**src/design/particulate_sensor_frame_parser_macros.svh**
```systemverilog
// Assertion macros shared by the frame parser modules.
`ifndef PARTICULATE_SENSOR_FRAME_PARSER_MACROS_SVH
`define PARTICULATE_SENSOR_FRAME_PARSER_MACROS_SVH

// Check a property on every clock edge outside reset.
`define PSFP_ASSERT(label, prop) \
   label: assert property (@(posedge clock) disable iff (reset) prop) \
      else $error("frame parser assertion failed");

// Check that a condition never holds outside reset.
`define PSFP_ASSERT_NEVER(label, cond) \
   label: assert property (@(posedge clock) disable iff (reset) !(cond)) \
      else $error("frame parser forbidden condition seen");

`endif

```
**src/design/psfp_pkg.sv**
```systemverilog
// Types and constants of the particulate sensor frame parser.
package psfp_pkg;

   localparam int BYTE_W     = 8;
   localparam int WORD_W     = 16;
   localparam int IDX_W      = 4;
   localparam int POS_W      = 5;
   localparam int SUM_W      = 13;
   localparam int BANK_WORDS = 16;
   localparam int RAM_DEPTH  = 2 * BANK_WORDS;
   localparam int RAM_AW     = $clog2(RAM_DEPTH);

   localparam logic [BYTE_W-1:0] HDR0 = 8'h42;
   localparam logic [BYTE_W-1:0] HDR1 = 8'h4D;

   typedef struct packed {
      logic bank;
      logic ok;
   } frame_cmd_type;

   typedef struct packed {
      logic                en;
      logic [RAM_AW-1:0]   addr;
      logic [WORD_W-1:0]   data;
   } ram_wr_type;

   typedef struct packed {
      logic       en;
      logic [RAM_AW-1:0] addr;
   } ram_rd_type;

endpackage

```
**src/design/psfp_if.sv**
```systemverilog
// Valid/ready channel interfaces for received bytes and parsed words.
interface psfp_req_if;
   logic                          valid;
   logic                          ready;
   logic [psfp_pkg::BYTE_W-1:0]   rx_byte;

   modport source (output valid, output rx_byte, input ready);
   modport sink (input valid, input rx_byte, output ready);
endinterface

interface psfp_rsp_if;
   logic                          valid;
   logic                          ready;
   logic [psfp_pkg::IDX_W-1:0]    word_index;
   logic [psfp_pkg::WORD_W-1:0]   word_value;
   logic                          checksum_ok;
   logic                          last;

   modport source (output valid, output word_index, output word_value,
                   output checksum_ok, output last, input ready);
   modport sink (input valid, input word_index, input word_value,
                 input checksum_ok, input last, output ready);
endinterface

```
**src/design/psfp_ram.sv**
```systemverilog
// Generic simple dual-port RAM with registered read.
module psfp_ram #(
   parameter int WIDTH = 16,
   parameter int DEPTH = 32
) (
   input  logic                       clock,
   input  logic                       wr_en,
   input  logic [$clog2(DEPTH)-1:0]   wr_addr,
   input  logic [WIDTH-1:0]           wr_data,
   input  logic                       rd_en,
   input  logic [$clog2(DEPTH)-1:0]   rd_addr,
   output logic [WIDTH-1:0]           rd_data
);

   logic [WIDTH-1:0] mem_ff [DEPTH];
   logic [WIDTH-1:0] rd_data_ff;

   always_ff @(posedge clock) begin
      if (wr_en) begin
         mem_ff[wr_addr] <= wr_data;
      end
      if (rd_en) begin
         rd_data_ff <= mem_ff[rd_addr];
      end
   end

   assign rd_data = rd_data_ff;

endmodule

```
**src/design/psfp_cmd_fifo.sv**
```systemverilog
// Two-entry queue of finished-frame commands between front and back.
`include "particulate_sensor_frame_parser_macros.svh"

module psfp_cmd_fifo (
   input  logic                     clock,
   input  logic                     reset,
   input  logic                     push,
   input  psfp_pkg::frame_cmd_type  push_cmd,
   input  logic                     pop,
   output psfp_pkg::frame_cmd_type  head,
   output logic                     head_valid,
   output logic                     full
);

   psfp_pkg::frame_cmd_type entry_ff [2];
   logic [1:0] count_ff, count_in;
   logic       wr_ptr_ff, wr_ptr_in;
   logic       rd_ptr_ff, rd_ptr_in;

   always_comb begin
      wr_ptr_in = push ? ~wr_ptr_ff : wr_ptr_ff;
      rd_ptr_in = pop ? ~rd_ptr_ff : rd_ptr_ff;
      count_in  = count_ff + 2'(push) - 2'(pop);
   end

   always_ff @(posedge clock) begin
      if (reset) begin
         count_ff  <= '0;
         wr_ptr_ff <= 1'b0;
         rd_ptr_ff <= 1'b0;
      end else begin
         count_ff  <= count_in;
         wr_ptr_ff <= wr_ptr_in;
         rd_ptr_ff <= rd_ptr_in;
      end
   end

   always_ff @(posedge clock) begin
      if (push) begin
         entry_ff[wr_ptr_ff] <= push_cmd;
      end
   end

   assign head       = entry_ff[rd_ptr_ff];
   assign head_valid = (count_ff != 2'd0);
   assign full       = (count_ff == 2'd2);

   `PSFP_ASSERT_NEVER(a_no_overflow, push && !pop && count_ff == 2'd2)
   `PSFP_ASSERT_NEVER(a_no_underflow, pop && count_ff == 2'd0)

endmodule

```
**src/design/psfp_front.sv**
```systemverilog
// Byte-side front end: frame position, header check, byte sum, word assembly.
`include "particulate_sensor_frame_parser_macros.svh"

module psfp_front #(
   parameter int FRAME_WORDS = 15
) (
   input  logic                          clock,
   input  logic                          reset,
   input  logic                          accept,
   input  logic [psfp_pkg::BYTE_W-1:0]   rx_byte,
   output psfp_pkg::ram_wr_type          wr,
   output logic                          push,
   output psfp_pkg::frame_cmd_type       cmd
);

   localparam int FRAME_BYTES = 2 * FRAME_WORDS + 2;
   localparam int SUM_BYTES   = 2 * FRAME_WORDS;
   localparam logic [psfp_pkg::POS_W-1:0] LAST_POS = psfp_pkg::POS_W'(FRAME_BYTES - 1);
   localparam logic [psfp_pkg::POS_W-1:0] SUM_END  = psfp_pkg::POS_W'(SUM_BYTES);

   logic [psfp_pkg::POS_W-1:0]  pos_ff, pos_in;
   logic [psfp_pkg::SUM_W-1:0]  sum_ff, sum_in;
   logic                        hdr_ff, hdr_in;
   logic [psfp_pkg::BYTE_W-1:0] hold_ff, hold_in;
   logic                        bank_ff, bank_in;
   logic                        is_last;
   logic [psfp_pkg::WORD_W-1:0] word;
   logic [psfp_pkg::IDX_W-1:0]  word_idx;

   always_comb begin
      is_last  = (pos_ff == LAST_POS);
      word     = {hold_ff, rx_byte};
      word_idx = pos_ff[psfp_pkg::POS_W-1:1] - psfp_pkg::IDX_W'(1);

      priority if (pos_ff == '0) begin
         hdr_in = (rx_byte == psfp_pkg::HDR0);
      end else if (pos_ff == psfp_pkg::POS_W'(1)) begin
         hdr_in = hdr_ff && (rx_byte == psfp_pkg::HDR1);
      end else begin
         hdr_in = hdr_ff;
      end

      priority if (pos_ff == '0) begin
         sum_in = psfp_pkg::SUM_W'(rx_byte);
      end else if (pos_ff < SUM_END) begin
         sum_in = sum_ff + psfp_pkg::SUM_W'(rx_byte);
      end else begin
         sum_in = sum_ff;
      end

      hold_in = (pos_ff >= psfp_pkg::POS_W'(2) && !pos_ff[0]) ? rx_byte : hold_ff;
      pos_in  = is_last ? '0 : pos_ff + psfp_pkg::POS_W'(1);

      wr.en   = accept && (pos_ff >= psfp_pkg::POS_W'(2)) && pos_ff[0];
      wr.addr = {bank_ff, word_idx};
      wr.data = word;

      push     = accept && is_last && hdr_ff;
      cmd.bank = bank_ff;
      cmd.ok   = ({{(psfp_pkg::WORD_W - psfp_pkg::SUM_W){1'b0}}, sum_ff} == word);
      bank_in  = push ? ~bank_ff : bank_ff;
   end

   always_ff @(posedge clock) begin
      if (reset) begin
         pos_ff  <= '0;
         sum_ff  <= '0;
         hdr_ff  <= 1'b0;
         bank_ff <= 1'b0;
      end else if (accept) begin
         pos_ff  <= pos_in;
         sum_ff  <= sum_in;
         hdr_ff  <= hdr_in;
         bank_ff <= bank_in;
      end
   end

   always_ff @(posedge clock) begin
      if (accept) begin
         hold_ff <= hold_in;
      end
   end

   `PSFP_ASSERT(a_bank_flips_on_push, push |=> bank_ff != $past(bank_ff))
   `PSFP_ASSERT(a_push_at_frame_end, push |=> pos_ff == '0)

endmodule

```
**src/design/psfp_back.sv**
```systemverilog
// Word-side back end: reads a finished frame from RAM and emits its words.
`include "particulate_sensor_frame_parser_macros.svh"

module psfp_back #(
   parameter int FRAME_WORDS = 15
) (
   input  logic                          clock,
   input  logic                          reset,
   input  psfp_pkg::frame_cmd_type       head,
   input  logic                          head_valid,
   output logic                          pop,
   output psfp_pkg::ram_rd_type          rd,
   input  logic [psfp_pkg::WORD_W-1:0]   rd_data,
   psfp_rsp_if.source                    rsp_ch
);

   localparam logic [psfp_pkg::IDX_W-1:0] LAST_IDX = psfp_pkg::IDX_W'(FRAME_WORDS - 1);

   logic [psfp_pkg::IDX_W-1:0]  idx_ff, idx_in;
   logic                        issued_all_ff, issued_all_in;
   logic                        rd_vld_ff, rd_vld_in;
   logic [psfp_pkg::IDX_W-1:0]  rd_idx_ff, rd_idx_in;
   logic                        out_vld_ff, out_vld_in;
   logic [psfp_pkg::IDX_W-1:0]  out_idx_ff;
   logic [psfp_pkg::WORD_W-1:0] out_value_ff;
   logic                        out_ok_ff;
   logic                        out_last_ff;
   logic                        issue;
   logic                        load;
   logic                        rd_last;

   always_comb begin
      load    = rd_vld_ff && (!out_vld_ff || rsp_ch.ready);
      issue   = head_valid && !issued_all_ff && (!rd_vld_ff || load);
      rd_last = (rd_idx_ff == LAST_IDX);
      pop     = load && rd_last;

      rd.en   = issue;
      rd.addr = {head.bank, idx_ff};

      if (issue) begin
         idx_in = (idx_ff == LAST_IDX) ? '0 : idx_ff + psfp_pkg::IDX_W'(1);
      end else begin
         idx_in = idx_ff;
      end

      priority if (pop) begin
         issued_all_in = 1'b0;
      end else if (issue && idx_ff == LAST_IDX) begin
         issued_all_in = 1'b1;
      end else begin
         issued_all_in = issued_all_ff;
      end

      priority if (issue) begin
         rd_vld_in = 1'b1;
      end else if (load) begin
         rd_vld_in = 1'b0;
      end else begin
         rd_vld_in = rd_vld_ff;
      end

      rd_idx_in  = issue ? idx_ff : rd_idx_ff;
      out_vld_in = load ? 1'b1 : (rsp_ch.ready ? 1'b0 : out_vld_ff);
   end

   always_ff @(posedge clock) begin
      if (reset) begin
         idx_ff        <= '0;
         issued_all_ff <= 1'b0;
         rd_vld_ff     <= 1'b0;
         out_vld_ff    <= 1'b0;
      end else begin
         idx_ff        <= idx_in;
         issued_all_ff <= issued_all_in;
         rd_vld_ff     <= rd_vld_in;
         out_vld_ff    <= out_vld_in;
      end
   end

   always_ff @(posedge clock) begin
      rd_idx_ff <= rd_idx_in;
      if (load) begin
         out_idx_ff   <= rd_idx_ff;
         out_value_ff <= rd_data;
         out_ok_ff    <= head.ok;
         out_last_ff  <= rd_last;
      end
   end

   assign rsp_ch.valid       = out_vld_ff;
   assign rsp_ch.word_index  = out_idx_ff;
   assign rsp_ch.word_value  = out_value_ff;
   assign rsp_ch.checksum_ok = out_ok_ff;
   assign rsp_ch.last        = out_last_ff;

   `PSFP_ASSERT(a_issue_has_frame, issue |-> head_valid)
   `PSFP_ASSERT(a_pop_after_all_issued, pop |-> issued_all_ff)

endmodule

```
**src/design/particulate_sensor_frame_parser.sv**
```systemverilog
// Particulate sensor frame parser: serial bytes in, 16-bit frame words out.
//
// Bytes are counted into fixed frames of 2*FRAME_WORDS+2 bytes with no resync on
// the header. A frame whose first two bytes are 0x42 0x4D yields FRAME_WORDS
// big-endian words after its last byte, each flagged with whether the sum of the
// leading 2*FRAME_WORDS bytes equals the final (checksum) word; the final word
// carries last. Bytes are taken one per cycle while req_ch.ready is high. The
// front end stores words into a two-bank RAM; a two-entry queue hands finished
// frames to the back end, which reads one word per cycle, when the sink does not
// stall, through the RAM's registered read port. req_ch.ready drops only while
// two finished frames still wait to be emitted.
module particulate_sensor_frame_parser #(
   parameter int FRAME_WORDS = 15
) (
   input  logic         clock,
   input  logic         reset,
   psfp_req_if.sink     req_ch,
   psfp_rsp_if.source   rsp_ch
);

   logic                           accept;
   logic                           push;
   logic                           pop;
   logic                           head_valid;
   logic                           q_full;
   psfp_pkg::frame_cmd_type        push_cmd;
   psfp_pkg::frame_cmd_type        head;
   psfp_pkg::ram_wr_type           wr;
   psfp_pkg::ram_rd_type           rd;
   logic [psfp_pkg::WORD_W-1:0]    rd_data;

   assign req_ch.ready = !q_full;
   assign accept       = req_ch.valid && req_ch.ready;

   psfp_front #(
      .FRAME_WORDS (FRAME_WORDS)
   ) u_front (
      .clock   (clock),
      .reset   (reset),
      .accept  (accept),
      .rx_byte (req_ch.rx_byte),
      .wr      (wr),
      .push    (push),
      .cmd     (push_cmd)
   );

   psfp_ram #(
      .WIDTH (psfp_pkg::WORD_W),
      .DEPTH (psfp_pkg::RAM_DEPTH)
   ) u_ram (
      .clock   (clock),
      .wr_en   (wr.en),
      .wr_addr (wr.addr),
      .wr_data (wr.data),
      .rd_en   (rd.en),
      .rd_addr (rd.addr),
      .rd_data (rd_data)
   );

   psfp_cmd_fifo u_fifo (
      .clock      (clock),
      .reset      (reset),
      .push       (push),
      .push_cmd   (push_cmd),
      .pop        (pop),
      .head       (head),
      .head_valid (head_valid),
      .full       (q_full)
   );

   psfp_back #(
      .FRAME_WORDS (FRAME_WORDS)
   ) u_back (
      .clock      (clock),
      .reset      (reset),
      .head       (head),
      .head_valid (head_valid),
      .pop        (pop),
      .rd         (rd),
      .rd_data    (rd_data),
      .rsp_ch     (rsp_ch)
   );

endmodule
```
**src/flat_wrapper.sv**
```systemverilog
// flat-port wrapper written by rule: the top's interface ports become plain ports
module particulate_sensor_frame_parser_flat 
#(
   parameter int FRAME_WORDS = 15
)
  (clock, reset, req_ch_valid, req_ch_rx_byte, req_ch_ready, rsp_ch_valid, rsp_ch_word_index, rsp_ch_word_value, rsp_ch_checksum_ok, rsp_ch_last, rsp_ch_ready);
  psfp_req_if req_ch_i ();
  psfp_rsp_if rsp_ch_i ();
  input  logic clock;
  input  logic reset;
  input wire logic [$bits(req_ch_i.valid)-1:0] req_ch_valid;
  input wire logic [$bits(req_ch_i.rx_byte)-1:0] req_ch_rx_byte;
  output wire logic [$bits(req_ch_i.ready)-1:0] req_ch_ready;
  output wire logic [$bits(rsp_ch_i.valid)-1:0] rsp_ch_valid;
  output wire logic [$bits(rsp_ch_i.word_index)-1:0] rsp_ch_word_index;
  output wire logic [$bits(rsp_ch_i.word_value)-1:0] rsp_ch_word_value;
  output wire logic [$bits(rsp_ch_i.checksum_ok)-1:0] rsp_ch_checksum_ok;
  output wire logic [$bits(rsp_ch_i.last)-1:0] rsp_ch_last;
  input wire logic [$bits(rsp_ch_i.ready)-1:0] rsp_ch_ready;
  assign req_ch_i.valid = req_ch_valid;
  assign req_ch_i.rx_byte = req_ch_rx_byte;
  assign req_ch_ready = req_ch_i.ready;
  assign rsp_ch_valid = rsp_ch_i.valid;
  assign rsp_ch_word_index = rsp_ch_i.word_index;
  assign rsp_ch_word_value = rsp_ch_i.word_value;
  assign rsp_ch_checksum_ok = rsp_ch_i.checksum_ok;
  assign rsp_ch_last = rsp_ch_i.last;
  assign rsp_ch_i.ready = rsp_ch_ready;
  particulate_sensor_frame_parser #(.FRAME_WORDS(FRAME_WORDS)) u_core (.clock(clock), .reset(reset), .req_ch(req_ch_i), .rsp_ch(rsp_ch_i));
endmodule
```
**config.mk**
```make
export PLATFORM = sky130hd
export DESIGN_NAME = particulate_sensor_frame_parser_flat
export DESIGN_NICKNAME = d
export VERILOG_FILES = /design/src/design/psfp_pkg.sv /design/src/design/psfp_if.sv /design/src/design/psfp_ram.sv /design/src/design/psfp_cmd_fifo.sv /design/src/design/psfp_front.sv /design/src/design/psfp_back.sv /design/src/design/particulate_sensor_frame_parser.sv /design/src/flat_wrapper.sv
export VERILOG_INCLUDE_DIRS = /design/src /design/src/design
export SDC_FILE = /design/constraint.sdc
export NUM_CORES = 1
export LEC_CHECK = 0
export ABC_AREA = 1
export CORE_ASPECT_RATIO = 1.2
export CORE_MARGIN = 2
export CORE_UTILIZATION = 46
export DETAILED_ROUTE_END_ITERATION = 8
export DONT_BUFFER_PORTS = 1
export GPL_TIMING_DRIVEN = 0
export SYNTH_ARGS = -nofsm -noshare
export SYNTH_HDL_FRONTEND = slang
export SYNTH_SLANG_ARGS = --single-unit
```
**constraint.sdc**
```tcl
create_clock -name clock -period 3.8 [get_ports clock]
set_clock_uncertainty 0.15 [all_clocks]
set_input_delay 0.76 -clock clock [delete_from_list [all_inputs] [get_ports clock]]
set_output_delay 0.76 -clock clock [all_outputs]
set_load 0.02 [all_outputs]
```
==> results by group <==
Setup path
  • CP endpoint kind: flip-flop
  • CP Class: flip-flop to flip-flop
  • CP top delay family: compound AO/OA/AOI/OAI gates
  • Worst EP arrival: about 3.4 ns
  • Setup crit start kind: flip-flop
  • Worst Path Required: between 4 and 5 ns
  • CP Max Fanout: 10
  • Crit path largest cell delay: around 1.1 ns
  • Most used cell, CP: nand2_1
  • Bufs and invs on worst path: 2
  • Worst-path cell chain: o21ai_1 > inv_1 > clkbuf_1 > nand2_1 > nand2_1
  • Critical-path top delay cell: o21ai_1

CTS
  • CTS Hold Bufs: 0
  • Skew-Pair Late Insertion Delay: just over 0.6 ns
  • Clock root buffer master: clkbuf_16
  • CTS tree: done
  • CTS clk-pin slew, worst paths: 0.06 ns
  • Cts bufs inserted: 57
  • H-Tree Depth: 2
  • Clock Sinks: ~600
  • Post-CTS Setup Bufs: 0
  • Post-cts sizing count: 0
  • Maximum clock path buffer count: 3

Detailed routing
  • TritonRoute pass-1 iters: 7
  • Met3 Routed Length: 6240 µm
  • Top Layer Used: met4
  • Routed wl met2: 37400 µm
  • Via density: 5.58
  • Post-DRT Antenna Nets: 0
  • DRT Wirelength: roughly 75000 µm
  • Vias: 16677
  • Drt initial violations: between 2000 and 2500
  • Wire per inst: approximately 25 µm
  • DRC: 0
  • M1 WL: around 28000 µm

Floorplanning
  • Initial Utilization: 46.4%
  • Die width: about 210 µm
  • CORE AREA: 0.0525 mm²
  • Height of the die: 256 µm
  • I/O pin total: 36
  • Die area: about 0.055 mm²
  • # rows: a little over 90

Synth
  • Post-synth EDFFs: approximately 570
  • YS warnings: 0
  • Share of async-settable or async-resettable flops after synthesis: 0%
  • Synth Cell Area: approximately 0.024 mm²
  • Top_reg_cell synth: edfxtp_1
  • Synth Area per Inst: ~12 µm²
  • #FFs+latches synth: around 600
  • Post-synthesis cell type count: 39
  • Largest area contributor in the netlist: edfxtp_1
  • Yosys top cell area share: roughly 70%
  • Cells after Synth: 2118
  • Register area share after synthesis: a little over 70%
  • Area contributors post-synth: edfxtp_1 70%, nand2_1 8.2%, nor2_1 5.4%
  • Top-count cell post-synth: edfxtp_1
  • Commonest cells post-synth: 566 x edfxtp_1, 534 x nand2_1, 349 x nor2_1, 127 x inv_1, 122 x nand3_1

Finish
  • # diodes: 0
  • Share of cells above drive strength 1: under 10%
  • Finished Cell Area: between 0.02 and 0.03 mm²
  • NumNets Final: ~2300
  • Non-Filler Instances: approximately 3000
  • Area Overhead vs Synth: 14.3%

GRT
  • Initial antenna violation count: 1
  • First-pass GRT wire length: 108000 µm
  • Largest net degree at the start of global routing: 39
  • Vias in the first global route: 15875
  • GRT Residual Overflow: 0
  • GRT Util Overall: about 27%

Power and ir drop
  • Peak VDD IR: 343 µV
  • Leakage: ~10 nW
  • Pwr Density: around 480 mW/mm²

Placement
  • IO Port Bufs: 0
  • HPWL after DPL: a little under 50000 µm
  • Post-Place Setup Slack: between 0.3 and 0.4 ns
  • Placed cell count: 2880
  • GPL Wtd Cong: about 0.90
  • Placed cell area: approximately 0.026 mm²

STA
  • RSZ-0062 raised after global routing: false
  • Max Fclk: approximately 0.32 GHz
  • Max-slew headroom: 4.57%
  • Final min period: approximately 3.2 ns
  • Final slew viol count: 0
  • Final hold violations: 0
  • Final setup margin: between 0.6 and 0.7 ns
  • # setup viols final: 0
  • Slew @ Worst Pin: ~1.4 ns
  • Final period util: between 80% and 90%

Worst hold path
  • Hold Path Origin: req_ch_rx_byte[6]
  • Hold Crit Class: input port to flip-flop

Flow run
  • Max Cap Violations: 0

Status
  • Status: finished clean
cell type report:
type	instances	area, µm²
Buffer	93	470
Fill cell	4507	24700
Sequential cell	598	17600
Tap cell	705	882
Timing Repair Buffer	27	510
Clock buffer	82	1600
Multi-Input combinational cell	1326	5980
Clock inverter	25	256
Inverter	132	495
cells in the final DEF, fill, tap and decap left out, types with 5 or more instances in the layout:
| cell type | Yosys | final |
|---|---|---|
| buf_1 | 14 | 14 |
| nand3b_1 | 10 | 10 |
| clkinv_1 | 1 | 9 |
| clkinv_2 | 0 | 7 |
| edfxtp_1 | 566 | 566 |
| dfxtp_1 | 32 | 32 |
| nand2_1 | 534 | 534 |
| nor2_2 | 1 | 26 |
| clkbuf_1 | 29 | 48 |
| nor2_4 | 0 | 6 |
| nand4_1 | 71 | 71 |
| buf_4 | 16 | 16 |
| a21oi_1 | 44 | 44 |
| o21ai_1 | 5 | 5 |
| buf_16 | 0 | 8 |
| or2_2 | 26 | 26 |
| xor2_1 | 6 | 6 |
| inv_1 | 127 | 127 |
| clkbuf_16 | 0 | 59 |
| nor2_1 | 349 | 318 |
| nand3_1 | 122 | 122 |
| buf_8 | 0 | 18 |
| o21ai_0 | 71 | 71 |
| conb_1 | 1 | 32 |
| buf_2 | 31 | 31 |
| bufinv_16 | 0 | 5 |
| o211ai_1 | 10 | 10 |
| ha_1 | 14 | 14 |
per-layer routing:
layer  track usage [%]  up-vias
met1              34.1     8244
met3              4.31      157
met5                 0        -
li1                  -     7454
met2              47.0      822
met4              11.7        0
metrics by stage:
stage                     total power, mW  setup TNS (ns)  utilization, %  hold slack [ns]
final                                13.2               0            53.0           0.0863
after global routing                 13.5               0            53.0           0.0652
after detailed placement             7.63               0            49.4            0.255
after global placement               7.62          -31.72            48.3            0.251
after CTS                            13.3               0            53.0           0.0666
after floorplan                      7.56               0               -            0.250
kinds of logic after synthesis:
| family | count (synthesis) | share of synthesized area (%) |
|---|---|---|
| other | 1 | 0.0154 |
| AO/OA/AOI/OAI | 143 | 3.17 |
| AND/OR/NAND/NOR | 1125 | 19.2 |
| adder cells (fa/ha/maj) | 15 | 0.801 |
| multiplexers | 1 | 0.0462 |
| flip-flops | 598 | 72.4 |
| buffers and inverters | 225 | 3.97 |
| XOR/XNOR | 10 | 0.360 |
state kept, by name, summed over array words and instances, names as in the netlist, 2 cells and up, named ones only:
name / flops
u_core.u_back.rd_idx_ff: 4
u_core.u_ram.rd_data: 16
u_core.u_front.sum_ff: 13
u_core.u_fifo.count_ff: 2
u_core.u_front.hold_ff: 8
u_core.u_fifo.entry_ff: 4
u_core.u_back.rsp_ch.word_index: 4
u_core.u_back.rsp_ch.word_value: 16
u_core.u_ram.mem_ff: 512
u_core.u_front.pos_ff: 5
u_core.u_back.idx_ff: 4
report_power, final:
group | leakage, nW | switching (mW) | internal [mW]
Sequential | 5.38 | 0.0621 | 7.24
Combinational | 3.73 | 0.134 | 0.0639
Clock | 0.902 | 2.47 | 3.27
Total | 10.0 | 2.67 | 10.6
final timing paths:
kind / endpoint / slack (ns) / cells after the start
max: u_core.u_ram.rd_data[4] / 0.64 / 5
min: u_core.u_ram.mem_ff[9][6] / 0.09 / 0
max reg2reg: u_core.u_ram.rd_data[4] / 0.64 / 5
min reg2reg: u_core.u_back.rsp_ch.word_value[13] / 0.27 / 0
No activity file was read; power rests on OpenSTA's default activity.
